===== src/rtl/core/wsd_pkg.sv =====
// Shared types and constants for the WebSocket frame deframer.
// No dependencies; imported by the core top level.
package wsd_pkg;

    // Per-connection deframing stage
    typedef enum logic [2:0] {
        ST_IDLE = 3'd0,
        ST_LEN  = 3'd1,
        ST_EXT  = 3'd2,
        ST_KEY  = 3'd3,
        ST_PAY  = 3'd4
    } t_stage;

    // Result event codes
    typedef enum logic [2:0] {
        EV_BYTE  = 3'd0,
        EV_EMPTY = 3'd1,
        EV_OVER  = 3'd2,
        EV_CTRL  = 3'd3,
        EV_RSV   = 3'd4
    } t_event;

    localparam logic [7:0]  RSV_MASK        = 8'b0111_0000;
    localparam logic [7:0]  OPC_MASK        = 8'b0000_1111;
    localparam logic [7:0]  LEN_MASK        = 8'b0111_1111;
    localparam logic [7:0]  FIN_MASK        = 8'b1000_0000;
    localparam logic [6:0]  LEN_EXT16       = 7'd126;
    localparam logic [6:0]  LEN_EXT64       = 7'd127;
    localparam logic [63:0] CTRL_MAX_LEN    = 64'd125;
    localparam logic [3:0]  CTRL_OPC        = 4'h8;
    localparam logic [31:0] MAX_FRAME_RESET = 32'd65536;
    localparam logic [3:0]  EXT16_BYTES     = 4'd2;
    localparam logic [3:0]  EXT64_BYTES     = 4'd8;
    localparam logic [3:0]  KEY_BYTES       = 4'd4;

    // One connection's state word in the context memory.
    // remain holds the length while it is assembled, then the bytes still due.
    typedef struct packed {
        t_stage      stage;
        logic [3:0]  hdr_left;
        logic [3:0]  opcode;
        logic        fin;
        logic        masked;
        logic [31:0] key;
        logic [63:0] remain;
        logic [1:0]  key_idx;
    } t_entry;

    typedef struct packed {
        t_event      ev;
        logic [7:0]  data;
        logic [3:0]  opcode;
        logic        fin;
        logic        last;
    } t_result;

endpackage


===== src/rtl/core/wsd_in_if.sv =====
// Input byte channel of the deframer: valid/ready plus one received byte.
// No dependencies.
interface wsd_in_if;
    logic       valid;
    logic       ready;
    logic [3:0] conn_id;
    logic [7:0] data_byte;
    logic       packet_start;

    modport source (output valid, conn_id, data_byte, packet_start, input ready);
    modport sink   (input valid, conn_id, data_byte, packet_start, output ready);
endinterface


===== src/rtl/core/wsd_out_if.sv =====
// Result channel of the deframer: valid/ready plus one result item.
// No dependencies.
interface wsd_out_if;
    logic       valid;
    logic       ready;
    logic [3:0] out_conn;
    logic [2:0] event_res;
    logic [7:0] payload_byte;
    logic [3:0] frame_opcode;
    logic       frame_fin;
    logic       is_control;
    logic       frame_last;

    modport source (output valid, out_conn, event_res, payload_byte, frame_opcode,
                    frame_fin, is_control, frame_last, input ready);
    modport sink   (input valid, out_conn, event_res, payload_byte, frame_opcode,
                    frame_fin, is_control, frame_last, output ready);
endinterface


===== src/rtl/core/wsd_ram.sv =====
// Generic single-write, single-read RAM with registered read data.
// No dependencies.
module wsd_ram #(
    parameter int WIDTH = 8,
    parameter int DEPTH = 16,
    localparam int AW   = (DEPTH > 1) ? $clog2(DEPTH) : 1
) (
    input  logic             i_clk,
    input  logic             i_we,
    input  logic [AW-1:0]    i_waddr,
    input  logic [WIDTH-1:0] i_wdata,
    input  logic             i_re,
    input  logic [AW-1:0]    i_raddr,
    output logic [WIDTH-1:0] o_rdata
);

    logic [WIDTH-1:0] r_mem [DEPTH];
    logic [WIDTH-1:0] r_rdata;

    always_ff @(posedge i_clk) begin
        if (i_we) begin
            r_mem[i_waddr] <= i_wdata;
        end
        if (i_re) begin
            r_rdata <= r_mem[i_raddr];
        end
    end

    assign o_rdata = r_rdata;

endmodule


===== src/rtl/core/websocket_frame_deframer_top.sv =====
// WebSocket frame deframer core: per-connection context in one RAM, read-modify-write.
// Depends on wsd_pkg, wsd_in_if, wsd_out_if and wsd_ram.
//
//  Port          Dir  Kind          Carries
//  i_in_ch       in   valid/ready   conn_id, data_byte, packet_start
//  o_out_ch      out  valid/ready   out_conn, event_res, payload_byte, frame_opcode,
//                                   frame_fin, is_control, frame_last
//  i_cfg_wr_*    in   write strobe  max_frame_size
//
// One byte per cycle. The context RAM is read at the accept edge, the entry is updated
// in the update stage and written back when that stage advances; a one-entry bypass
// covers back-to-back bytes of one connection. A result is loaded into the output
// register when its byte leaves the update stage, and transfers from there.
// After reset a clearing pass writes a zero entry for every connection, setting it idle;
// input is held off meanwhile. Afterwards, input stalls only when a byte that makes a
// result meets a full output register that is not being drained.
module websocket_frame_deframer_top
    import wsd_pkg::*;
#(
    parameter int CONNECTIONS = 16
) (
    input  logic        i_clk,
    input  logic        i_rst_n,
    input  logic        i_cfg_wr_en,
    input  logic [31:0] i_cfg_wr_data,
    wsd_in_if.sink      i_in_ch,
    wsd_out_if.source   o_out_ch
);

    localparam int AW = (CONNECTIONS > 1) ? $clog2(CONNECTIONS) : 1;
    localparam int EW = $bits(t_entry);
    localparam logic [AW-1:0] LAST_ADDR = AW'(CONNECTIONS - 1);

    logic [31:0]   r_max_frame;
    logic          r_clr_busy;
    logic [AW-1:0] r_clr_addr;

    logic          r_s1_valid;
    logic [3:0]    r_s1_conn;
    logic [7:0]    r_s1_byte;
    logic          r_s1_start;

    logic          r_fwd_valid;
    logic [AW-1:0] r_fwd_addr;
    t_entry        r_fwd_entry;

    logic          r_out_valid;
    logic [3:0]    r_out_conn;
    t_result       r_out;

    logic [31:0]   in_conn_ext;
    logic          in_range;
    logic [AW-1:0] in_addr;
    logic          in_ready;
    logic          in_acc;
    logic [31:0]   s1_conn_ext;
    logic [AW-1:0] s1_addr;
    logic          s1_go;

    logic [EW-1:0] ram_rdata;
    logic          ram_we;
    logic [AW-1:0] ram_waddr;
    logic [EW-1:0] ram_wdata;

    t_entry        cur;
    t_entry        n_entry;
    t_stage        eff_stage;
    t_stage        ld_stage;
    logic [6:0]    len7;
    logic          is_ext_code;
    logic [3:0]    hdr_dec;
    logic [63:0]   ext_len;
    logic [63:0]   chk_len;
    logic          chk_masked;
    logic          too_big;
    logic          ctrl_long;
    logic          len_zero;
    logic          remain_zero;
    logic          pay_last;
    logic [7:0]    key_byte;
    logic          res_valid;
    t_result       res;

    // ---------------- configuration ----------------
    always_ff @(posedge i_clk) begin
        if (!i_rst_n) begin
            r_max_frame <= MAX_FRAME_RESET;
        end else if (i_cfg_wr_en) begin
            r_max_frame <= i_cfg_wr_data;
        end
    end

    // ---------------- clearing pass ----------------
    always_ff @(posedge i_clk) begin
        if (!i_rst_n) begin
            r_clr_busy <= 1'b1;
            r_clr_addr <= '0;
        end else if (r_clr_busy) begin
            r_clr_addr <= r_clr_addr + AW'(1);
            if (r_clr_addr == LAST_ADDR) begin
                r_clr_busy <= 1'b0;
            end
        end
    end

    // ---------------- input side ----------------
    assign in_conn_ext = 32'(i_in_ch.conn_id);
    assign in_range    = in_conn_ext < 32'(CONNECTIONS);
    assign in_addr     = in_conn_ext[AW-1:0];
    assign s1_conn_ext = 32'(r_s1_conn);
    assign s1_addr     = s1_conn_ext[AW-1:0];

    assign s1_go    = r_s1_valid && (!res_valid || !r_out_valid || o_out_ch.ready);
    assign in_ready = !r_clr_busy && (!r_s1_valid || s1_go);
    assign in_acc   = i_in_ch.valid && in_ready;
    assign i_in_ch.ready = in_ready;

    always_ff @(posedge i_clk) begin
        if (!i_rst_n) begin
            r_s1_valid <= 1'b0;
        end else if (in_ready) begin
            // out-of-range connections are taken and dropped here
            r_s1_valid <= in_acc && in_range;
        end
    end

    always_ff @(posedge i_clk) begin
        if (in_acc) begin
            r_s1_conn  <= i_in_ch.conn_id;
            r_s1_byte  <= i_in_ch.data_byte;
            r_s1_start <= i_in_ch.packet_start;
        end
    end

    // ---------------- context memory ----------------
    assign ram_we    = r_clr_busy || s1_go;
    assign ram_waddr = r_clr_busy ? r_clr_addr : s1_addr;
    assign ram_wdata = r_clr_busy ? '0 : n_entry;

    wsd_ram #(
        .WIDTH (EW),
        .DEPTH (CONNECTIONS)
    ) u_ctx_ram (
        .i_clk   (i_clk),
        .i_we    (ram_we),
        .i_waddr (ram_waddr),
        .i_wdata (ram_wdata),
        .i_re    (in_acc),
        .i_raddr (in_addr),
        .o_rdata (ram_rdata)
    );

    // Last write-back; covers the read that coincides with it
    always_ff @(posedge i_clk) begin
        if (!i_rst_n) begin
            r_fwd_valid <= 1'b0;
        end else if (s1_go) begin
            r_fwd_valid <= 1'b1;
        end
    end

    always_ff @(posedge i_clk) begin
        if (s1_go) begin
            r_fwd_addr  <= s1_addr;
            r_fwd_entry <= n_entry;
        end
    end

    assign cur = (r_fwd_valid && r_fwd_addr == s1_addr) ? r_fwd_entry : t_entry'(ram_rdata);

    // ---------------- decode ----------------
    always_comb begin
        eff_stage = cur.stage;
        // packet start during the header restarts parsing
        if (r_s1_start && (cur.stage == ST_LEN || cur.stage == ST_EXT ||
                           cur.stage == ST_KEY)) begin
            eff_stage = ST_IDLE;
        end
    end

    assign len7        = r_s1_byte[6:0] & LEN_MASK[6:0];
    assign is_ext_code = (len7 == LEN_EXT16) || (len7 == LEN_EXT64);
    assign hdr_dec     = cur.hdr_left - 4'd1;
    assign ext_len     = {cur.remain[55:0], r_s1_byte};
    assign chk_len     = (eff_stage == ST_LEN) ? 64'(len7) : ext_len;
    assign chk_masked  = (eff_stage == ST_LEN) ? r_s1_byte[7] : cur.masked;
    assign too_big     = chk_len > 64'(r_max_frame);
    assign ctrl_long   = (cur.opcode >= CTRL_OPC) && (chk_len > CTRL_MAX_LEN);
    assign len_zero    = chk_len == 64'd0;
    assign remain_zero = cur.remain == 64'd0;
    assign pay_last    = cur.remain[63:1] == 63'd0;

    always_comb begin
        if (too_big || ctrl_long) begin
            ld_stage = ST_IDLE;
        end else if (chk_masked) begin
            ld_stage = ST_KEY;
        end else if (len_zero) begin
            ld_stage = ST_IDLE;
        end else begin
            ld_stage = ST_PAY;
        end
    end

    always_comb begin
        case (cur.key_idx)
            2'd0:    key_byte = cur.key[31:24];
            2'd1:    key_byte = cur.key[23:16];
            2'd2:    key_byte = cur.key[15:8];
            2'd3:    key_byte = cur.key[7:0];
            default: key_byte = cur.key[31:24];
        endcase
    end

    // ---------------- next context ----------------
    always_comb begin
        n_entry = cur;
        case (eff_stage)
            ST_IDLE: begin
                if (r_s1_start && (r_s1_byte & RSV_MASK) == 8'd0) begin
                    n_entry.opcode = 4'(r_s1_byte & OPC_MASK);
                    n_entry.fin    = (r_s1_byte & FIN_MASK) != 8'd0;
                    n_entry.stage  = ST_LEN;
                end else begin
                    n_entry.stage  = ST_IDLE;
                end
            end
            ST_LEN: begin
                n_entry.masked = r_s1_byte[7];
                if (is_ext_code) begin
                    n_entry.hdr_left = (len7 == LEN_EXT16) ? EXT16_BYTES : EXT64_BYTES;
                    n_entry.remain   = 64'd0;
                    n_entry.stage    = ST_EXT;
                end else begin
                    n_entry.remain   = chk_len;
                    n_entry.key      = '0;
                    n_entry.hdr_left = KEY_BYTES;
                    n_entry.key_idx  = '0;
                    n_entry.stage    = ld_stage;
                end
            end
            ST_EXT: begin
                n_entry.remain   = ext_len;
                n_entry.hdr_left = hdr_dec;
                if (hdr_dec == 4'd0) begin
                    n_entry.key      = '0;
                    n_entry.hdr_left = KEY_BYTES;
                    n_entry.key_idx  = '0;
                    n_entry.stage    = ld_stage;
                end
            end
            ST_KEY: begin
                n_entry.key      = {cur.key[23:0], r_s1_byte};
                n_entry.hdr_left = hdr_dec;
                if (hdr_dec == 4'd0) begin
                    n_entry.key_idx = '0;
                    n_entry.stage   = remain_zero ? ST_IDLE : ST_PAY;
                end
            end
            ST_PAY: begin
                n_entry.key_idx = cur.key_idx + 2'd1;
                n_entry.remain  = cur.remain - 64'd1;
                if (pay_last) begin
                    n_entry.stage = ST_IDLE;
                end
            end
            default: begin
                n_entry.stage = ST_IDLE;
            end
        endcase
    end

    // ---------------- result ----------------
    always_comb begin
        res_valid  = 1'b0;
        res.ev     = EV_BYTE;
        res.data   = 8'd0;
        res.opcode = cur.opcode;
        res.fin    = cur.fin;
        res.last   = 1'b0;
        case (eff_stage)
            ST_IDLE: begin
                if (r_s1_start && (r_s1_byte & RSV_MASK) != 8'd0) begin
                    res_valid  = 1'b1;
                    res.ev     = EV_RSV;
                    res.opcode = 4'(r_s1_byte & OPC_MASK);
                    res.fin    = (r_s1_byte & FIN_MASK) != 8'd0;
                end
            end
            ST_LEN, ST_EXT: begin
                if ((eff_stage == ST_LEN && !is_ext_code) ||
                    (eff_stage == ST_EXT && hdr_dec == 4'd0)) begin
                    if (too_big) begin
                        res_valid = 1'b1;
                        res.ev    = EV_OVER;
                    end else if (ctrl_long) begin
                        res_valid = 1'b1;
                        res.ev    = EV_CTRL;
                    end else if (!chk_masked && len_zero) begin
                        res_valid = 1'b1;
                        res.ev    = EV_EMPTY;
                        res.last  = 1'b1;
                    end
                end
            end
            ST_KEY: begin
                if (hdr_dec == 4'd0 && remain_zero) begin
                    res_valid = 1'b1;
                    res.ev    = EV_EMPTY;
                    res.last  = 1'b1;
                end
            end
            ST_PAY: begin
                res_valid = 1'b1;
                res.ev    = EV_BYTE;
                res.data  = r_s1_byte ^ (cur.masked ? key_byte : 8'd0);
                res.last  = pay_last;
            end
            default: begin
                res_valid = 1'b0;
            end
        endcase
    end

    // ---------------- output register ----------------
    always_ff @(posedge i_clk) begin
        if (!i_rst_n) begin
            r_out_valid <= 1'b0;
        end else if (s1_go && res_valid) begin
            r_out_valid <= 1'b1;
        end else if (o_out_ch.ready) begin
            r_out_valid <= 1'b0;
        end
    end

    always_ff @(posedge i_clk) begin
        if (s1_go && res_valid) begin
            r_out_conn <= r_s1_conn;
            r_out      <= res;
        end
    end

    assign o_out_ch.valid        = r_out_valid;
    assign o_out_ch.out_conn     = r_out_conn;
    assign o_out_ch.event_res    = r_out.ev;
    assign o_out_ch.payload_byte = r_out.data;
    assign o_out_ch.frame_opcode = r_out.opcode;
    assign o_out_ch.frame_fin    = r_out.fin;
    assign o_out_ch.is_control   = r_out.opcode >= CTRL_OPC;
    assign o_out_ch.frame_last   = r_out.last;

    // ---------------- assertions ----------------
    a_no_accept_in_clear: assert property (@(posedge i_clk) disable iff (!i_rst_n)
        r_clr_busy |-> !in_acc)
        else $error("byte taken during clearing pass");

    a_stall_only_on_full_out: assert property (@(posedge i_clk) disable iff (!i_rst_n)
        (r_s1_valid && !s1_go) |-> (res_valid && r_out_valid && !o_out_ch.ready))
        else $error("update stage held without a full output register");

    a_last_returns_idle: assert property (@(posedge i_clk) disable iff (!i_rst_n)
        (s1_go && res_valid && res.last) |-> (n_entry.stage == ST_IDLE))
        else $error("frame end did not return connection to idle");

    a_bypass_tracks_write: assert property (@(posedge i_clk) disable iff (!i_rst_n)
        s1_go |=> (r_fwd_valid && r_fwd_addr == $past(s1_addr)))
        else $error("bypass entry does not match last write-back");

endmodule


===== src/flat_wrapper.sv =====
// flat-port wrapper written by rule: the top's interface ports become plain ports
module websocket_frame_deframer_top_flat import wsd_pkg::*;
#(
    parameter int CONNECTIONS = 16
)
  (i_clk, i_rst_n, i_cfg_wr_en, i_cfg_wr_data, i_in_ch_valid, i_in_ch_conn_id, i_in_ch_data_byte, i_in_ch_packet_start, i_in_ch_ready, o_out_ch_valid, o_out_ch_out_conn, o_out_ch_event_res, o_out_ch_payload_byte, o_out_ch_frame_opcode, o_out_ch_frame_fin, o_out_ch_is_control, o_out_ch_frame_last, o_out_ch_ready);
  wsd_in_if i_in_ch_i ();
  wsd_out_if o_out_ch_i ();
  input  logic i_clk;
  input  logic i_rst_n;
  input  logic i_cfg_wr_en;
  input  logic [31:0] i_cfg_wr_data;
  input wire logic [$bits(i_in_ch_i.valid)-1:0] i_in_ch_valid;
  input wire logic [$bits(i_in_ch_i.conn_id)-1:0] i_in_ch_conn_id;
  input wire logic [$bits(i_in_ch_i.data_byte)-1:0] i_in_ch_data_byte;
  input wire logic [$bits(i_in_ch_i.packet_start)-1:0] i_in_ch_packet_start;
  output wire logic [$bits(i_in_ch_i.ready)-1:0] i_in_ch_ready;
  output wire logic [$bits(o_out_ch_i.valid)-1:0] o_out_ch_valid;
  output wire logic [$bits(o_out_ch_i.out_conn)-1:0] o_out_ch_out_conn;
  output wire logic [$bits(o_out_ch_i.event_res)-1:0] o_out_ch_event_res;
  output wire logic [$bits(o_out_ch_i.payload_byte)-1:0] o_out_ch_payload_byte;
  output wire logic [$bits(o_out_ch_i.frame_opcode)-1:0] o_out_ch_frame_opcode;
  output wire logic [$bits(o_out_ch_i.frame_fin)-1:0] o_out_ch_frame_fin;
  output wire logic [$bits(o_out_ch_i.is_control)-1:0] o_out_ch_is_control;
  output wire logic [$bits(o_out_ch_i.frame_last)-1:0] o_out_ch_frame_last;
  input wire logic [$bits(o_out_ch_i.ready)-1:0] o_out_ch_ready;
  assign i_in_ch_i.valid = i_in_ch_valid;
  assign i_in_ch_i.conn_id = i_in_ch_conn_id;
  assign i_in_ch_i.data_byte = i_in_ch_data_byte;
  assign i_in_ch_i.packet_start = i_in_ch_packet_start;
  assign i_in_ch_ready = i_in_ch_i.ready;
  assign o_out_ch_valid = o_out_ch_i.valid;
  assign o_out_ch_out_conn = o_out_ch_i.out_conn;
  assign o_out_ch_event_res = o_out_ch_i.event_res;
  assign o_out_ch_payload_byte = o_out_ch_i.payload_byte;
  assign o_out_ch_frame_opcode = o_out_ch_i.frame_opcode;
  assign o_out_ch_frame_fin = o_out_ch_i.frame_fin;
  assign o_out_ch_is_control = o_out_ch_i.is_control;
  assign o_out_ch_frame_last = o_out_ch_i.frame_last;
  assign o_out_ch_i.ready = o_out_ch_ready;
  websocket_frame_deframer_top #(.CONNECTIONS(CONNECTIONS)) u_core (.i_clk(i_clk), .i_rst_n(i_rst_n), .i_cfg_wr_en(i_cfg_wr_en), .i_cfg_wr_data(i_cfg_wr_data), .i_in_ch(i_in_ch_i), .o_out_ch(o_out_ch_i));
endmodule

===== config.mk =====
export PLATFORM = sky130hd
export DESIGN_NAME = websocket_frame_deframer_top_flat
export DESIGN_NICKNAME = d
export VERILOG_FILES = /design/src/rtl/core/wsd_pkg.sv /design/src/rtl/core/wsd_in_if.sv /design/src/rtl/core/wsd_out_if.sv /design/src/rtl/core/wsd_ram.sv /design/src/rtl/core/websocket_frame_deframer_top.sv /design/src/flat_wrapper.sv
export SDC_FILE = /design/constraint.sdc
export NUM_CORES = 2
export LEC_CHECK = 0
export CORE_ASPECT_RATIO = 1.5
export CORE_MARGIN = 4
export CORE_UTILIZATION = 55
export CTS_CLUSTER_SIZE = 14
export DETAILED_ROUTE_END_ITERATION = 7
export DONT_BUFFER_PORTS = 1
export PLACE_DENSITY = 0.73
export SYNTH_ARGS = -nofsm -noshare
export SYNTH_HDL_FRONTEND = slang
export SYNTH_SLANG_ARGS = --single-unit

===== constraint.sdc =====
create_clock -name i_clk -period 12.5 [get_ports i_clk]
set_input_delay 3.125 -clock i_clk [delete_from_list [all_inputs] [get_ports i_clk]]
set_output_delay 3.125 -clock i_clk [all_outputs]
set_load 0.02 [all_outputs]

==> results.yml <==
run_status:
  outcome: "finished with violations"
  violations: "max-slew violations"
placed_design:
  numPlacedInstances: 5985
  place_area_um2: 86100
  portBuffers: 0
  place.gp.congestion: 0.963
  place_hpwl_mm: 114
sta:
  setup_viol: 0
  tightestPinTransition_ps: 1680
  max_freq_mhz: 106
  finClkSkew_ps: 33.1
  min_period_ps: 9430
  period_share: 0.754
  rsz0062_at_grt: "no"
  slew_headroom: -0.121
  drv_slew: 82
  hold_viol_final: 0
setup_path:
  path_buf_inv: 1
  cpMaxStageDelayCell: "mux2i_1"
  slowest_delay_ps: 710
  r2r-start: "u_core.r_s1_conn[3]"
  r2r_end: "u_core.u_ctx_ram.r_mem[9][86]"
  crit_end: "i_in_ch_ready"
  path_cells: "xnor2_1 > and3_1 > buf_4 > nand2_4 > mux2i_1 > nor2_1 > ha_1 > and4_1 > and3_1 > o211ai_1 > o211ai_1 > and2_1 > a221oi_1 > and2_1 > nand4b_1 > a21boi_1 > nor2_1 > nor2_1"
  crit_family: "simple AND/OR/NAND/NOR gates"
  start_kind: "flip-flop"
  cp_common_cell: "nor2_1"
  reg2reg_depth: 19
  endpoint_kind: "output port"
  crit_required_ps: 9380
  startpoint: "u_core.r_s1_conn[3]"
  cp_max_fo: 46
  reg2reg_slack_ps: 4800
  cp.arrival_ps: 6300
  worst-path-stages: 18
  path_class: "flip-flop to output port"
synth:
  yosysSeqAreaShare: 0.741
  synth_edf_count: 2036
  synth.avg_cell_area_um2: 20.4
  synth-async-reset-ratio: 0
  syn_inst: 4104
  syn_area_um2: 83600
  syn-num-nets: 4188
  synth_seq_cells: 2076
  synth.distinct_cells: 87
  yosysWarnings: 0
  synth_ff_type: "edfxtp_1"
clock_network:
  clock_path_buffers: 3
  cts_buffers: 182
  h-tree-depth: 4
  clock-sinks: 2076
  postCtsSetupRepairBufs: 0
  clk_latency_ps: 830
  ctsResizeCount: 0
  clockRootBuffer: "clkbuf_16"
  path_clk_slew_ps: 70
  cts_tree: "built"
  hold_buffers: 0
route:
  routed_wl_mm: 208
  wire_per_inst_um: 33.0
  viasPerCell: 6.67
  drc: 0
  drt_iter0_markers: 5874
  ant_nets: 0
  vias: 42100
  drt_first_pass_iters: 5
cells_and_area:
  finalInstanceArea_um2: 91600
  drive_above_1_share: 0.210
  syn_to_final_growth_pct: 9.55
  stdcell_count: 6301
  finish.utilization: 0.605
  nNetsFinal: 4218
floorplan:
  start_util: 0.553
  fp-row-count: 175
  dieArea_um2: 158000
  io_pins: 74
  die_x_um: 326
  die_h_um: 486
  core_area_um2: 151000
power_and_ir_drop:
  power_density_nw_per_um2: 147
  leakagePower_nw: 29.4
  ir_drop_v: 0.000133
grt:
  track_usage: 0.265
  grt_overflow_total: 0
  grt_pass1_wl_mm: 304
  first_global_vias: 43000
  grt_max_degree: 446
  antenna_found_initial: 7
run:
  cap_violations: 0
hold_path:
  hp-class: "flip-flop to flip-flop"
[Yosys cell counts, types with 8 or more instances]
library cell / number / share of area
ha_1: 34 / 0.0051
xnor2_1: 29 / 0.0030
buf_2: 23 / 0.0014
mux2i_1: 151 / 0.018
dfxtp_1: 40 / 0.0096
mux4_2: 556 / 0.15
nand2_1: 124 / 0.0056
o31ai_1: 10 / 0.00090
nand2b_1: 9 / 0.00067
a31oi_1: 11 / 0.00082
xor2_1: 19 / 0.0020
o221ai_1: 36 / 0.0038
and3_1: 9 / 0.00067
nand4_1: 22 / 0.0016
a21o_1: 12 / 0.0011
inv_1: 46 / 0.0021
nor2_1: 102 / 0.0046
clkbuf_1: 161 / 0.0072
nor3_1: 42 / 0.0025
nor4_1: 19 / 0.0014
o211ai_1: 11 / 0.00099
a211oi_1: 9 / 0.00081
buf_1: 29 / 0.0013
o21ai_1: 8 / 0.00048
nor2b_1: 165 / 0.012
and2_1: 14 / 0.0010
a21oi_1: 75 / 0.0045
o21ai_0: 65 / 0.0039
nand3_1: 30 / 0.0018
a22o_1: 9 / 0.00094
edfxtp_1: 2036 / 0.73
or3_1: 37 / 0.0028
o22ai_1: 40 / 0.0030
[worst register-to-register path, delay by kind of cell (launching register included)]
family | cells | cell delay, ps
AOI/OAI and AO/OA | 6 | 2680
and+or+nand+nor | 8 | 1720
muxes | 1 | 740
DFF | 1 | 510
buffers and inverters | 2 | 1030
adders and majority gates | 1 | 350
xor gates and xnor gates | 1 | 260
[layer usage]
| layer | up-vias | global-route usage | wire length, µm |
|---|---|---|---|
| met5 | - | 0 | 0 |
| met1 | 22300 | 0.350 | 77000 |
| met2 | 2169 | 0.445 | 106000 |
| met4 | 0 | 0.109 | 9500 |
| met3 | 445 | 0.0414 | 15300 |
| li1 | 17100 | - | - |
[stage by stage]
step	setup WS [ps]	total power [mW]	setup TNS, ps	hold WS, ps
after floorplan	-643	8.28	-142810	454
after global placement	4070	8.32	0	481
after detailed placement	4020	8.34	0	473
after CTS	3100	13.5	0	487
after global routing	2740	13.9	0	509
final	3070	13.5	0	487
[flip-flops by register name (all words and copies together) (netlist names), 8 cells and up]
register and flops:
u_core.u_ctx_ram.r_mem 1776, u_core.u_ctx_ram.o_rdata 111, u_core.r_fwd_entry 111, u_core.r_max_frame 32, u_core.r_s1_byte 8, u_core.o_out_ch.payload_byte 8
[layout make-up]
| class | instances | area [µm²] |
|---|---|---|
| Sequential cell | 2076 | 61900 |
| Fill cell | 10400 | 59700 |
| Multi-Input combinational cell | 1766 | 20900 |
| Clock buffer | 233 | 4830 |
| Tap cell | 2035 | 2550 |
| Clock inverter | 75 | 628 |
| Timing Repair Buffer | 62 | 578 |
| Inverter | 46 | 173 |
| Antenna cell | 8 | 20.0 |
[power breakdown]
| group | switching [mW] | leakage, nW | internal, mW | total (mW) |
|---|---|---|---|---|
| combinational | 0.206 | 7.51 | 0.247 | 0.453 |
| sequential | 0.0366 | 19.3 | 7.70 | 7.74 |
| clock | 2.44 | 2.64 | 2.83 | 5.27 |
| total | 2.68 | 29.4 | 10.8 | 13.5 |
[cell families (layout without fill, tap and decap cells)]
logic type      count (synthesis)  in the layout  share of synthesized area
xor+xnor                       48             48                    0.00503
other cells                     0              8                          0
fa+ha+maj                      35             35                    0.00521
compound gates                344            344                     0.0275
buf+inv                       262            416                     0.0123
flops                        2076           2076                      0.741
mux                           712            712                      0.168
simple gates                  627            627                     0.0408
[layout by cell type (no fill, tap or decap), types with 10 or more instances in the layout]
master	n
clkinv_1	39
nor4_1	19
buf_4	53
edfxtp_1	2036
clkinv_2	14
a21oi_1	68
nand3_1	30
mux4_2	556
o31ai_1	10
inv_1	46
o211ai_1	11
nor3_1	42
or3_1	37
ha_1	34
o22ai_1	40
clkbuf_1	46
a21o_1	10
nor2b_1	163
nand4_1	22
a31oi_1	11
mux2i_1	150
nor2_1	100
o21ai_0	65
xnor2_1	29
and2_1	14
xor2_1	19
dfxtp_1	39
nand2_1	121
o221ai_1	36
clkbuf_16	185
[how the worst min path moves through the flow]
stage | from | endpoint | slack (ps) | cells after the start
detailed placement | u_core.r_fwd_valid | u_core.r_fwd_valid | 470 | 1
floorplan | u_core.r_fwd_valid | u_core.r_fwd_valid | 450 | 1
global placement | u_core.r_fwd_valid | u_core.r_fwd_valid | 480 | 1
CTS | u_core.r_fwd_valid | u_core.r_fwd_valid | 490 | 1
finish | u_core.r_fwd_valid | u_core.r_fwd_valid | 490 | 1
global route | u_core.r_fwd_valid | u_core.r_fwd_valid | 510 | 1
Power figures use the tool's default switching activity.
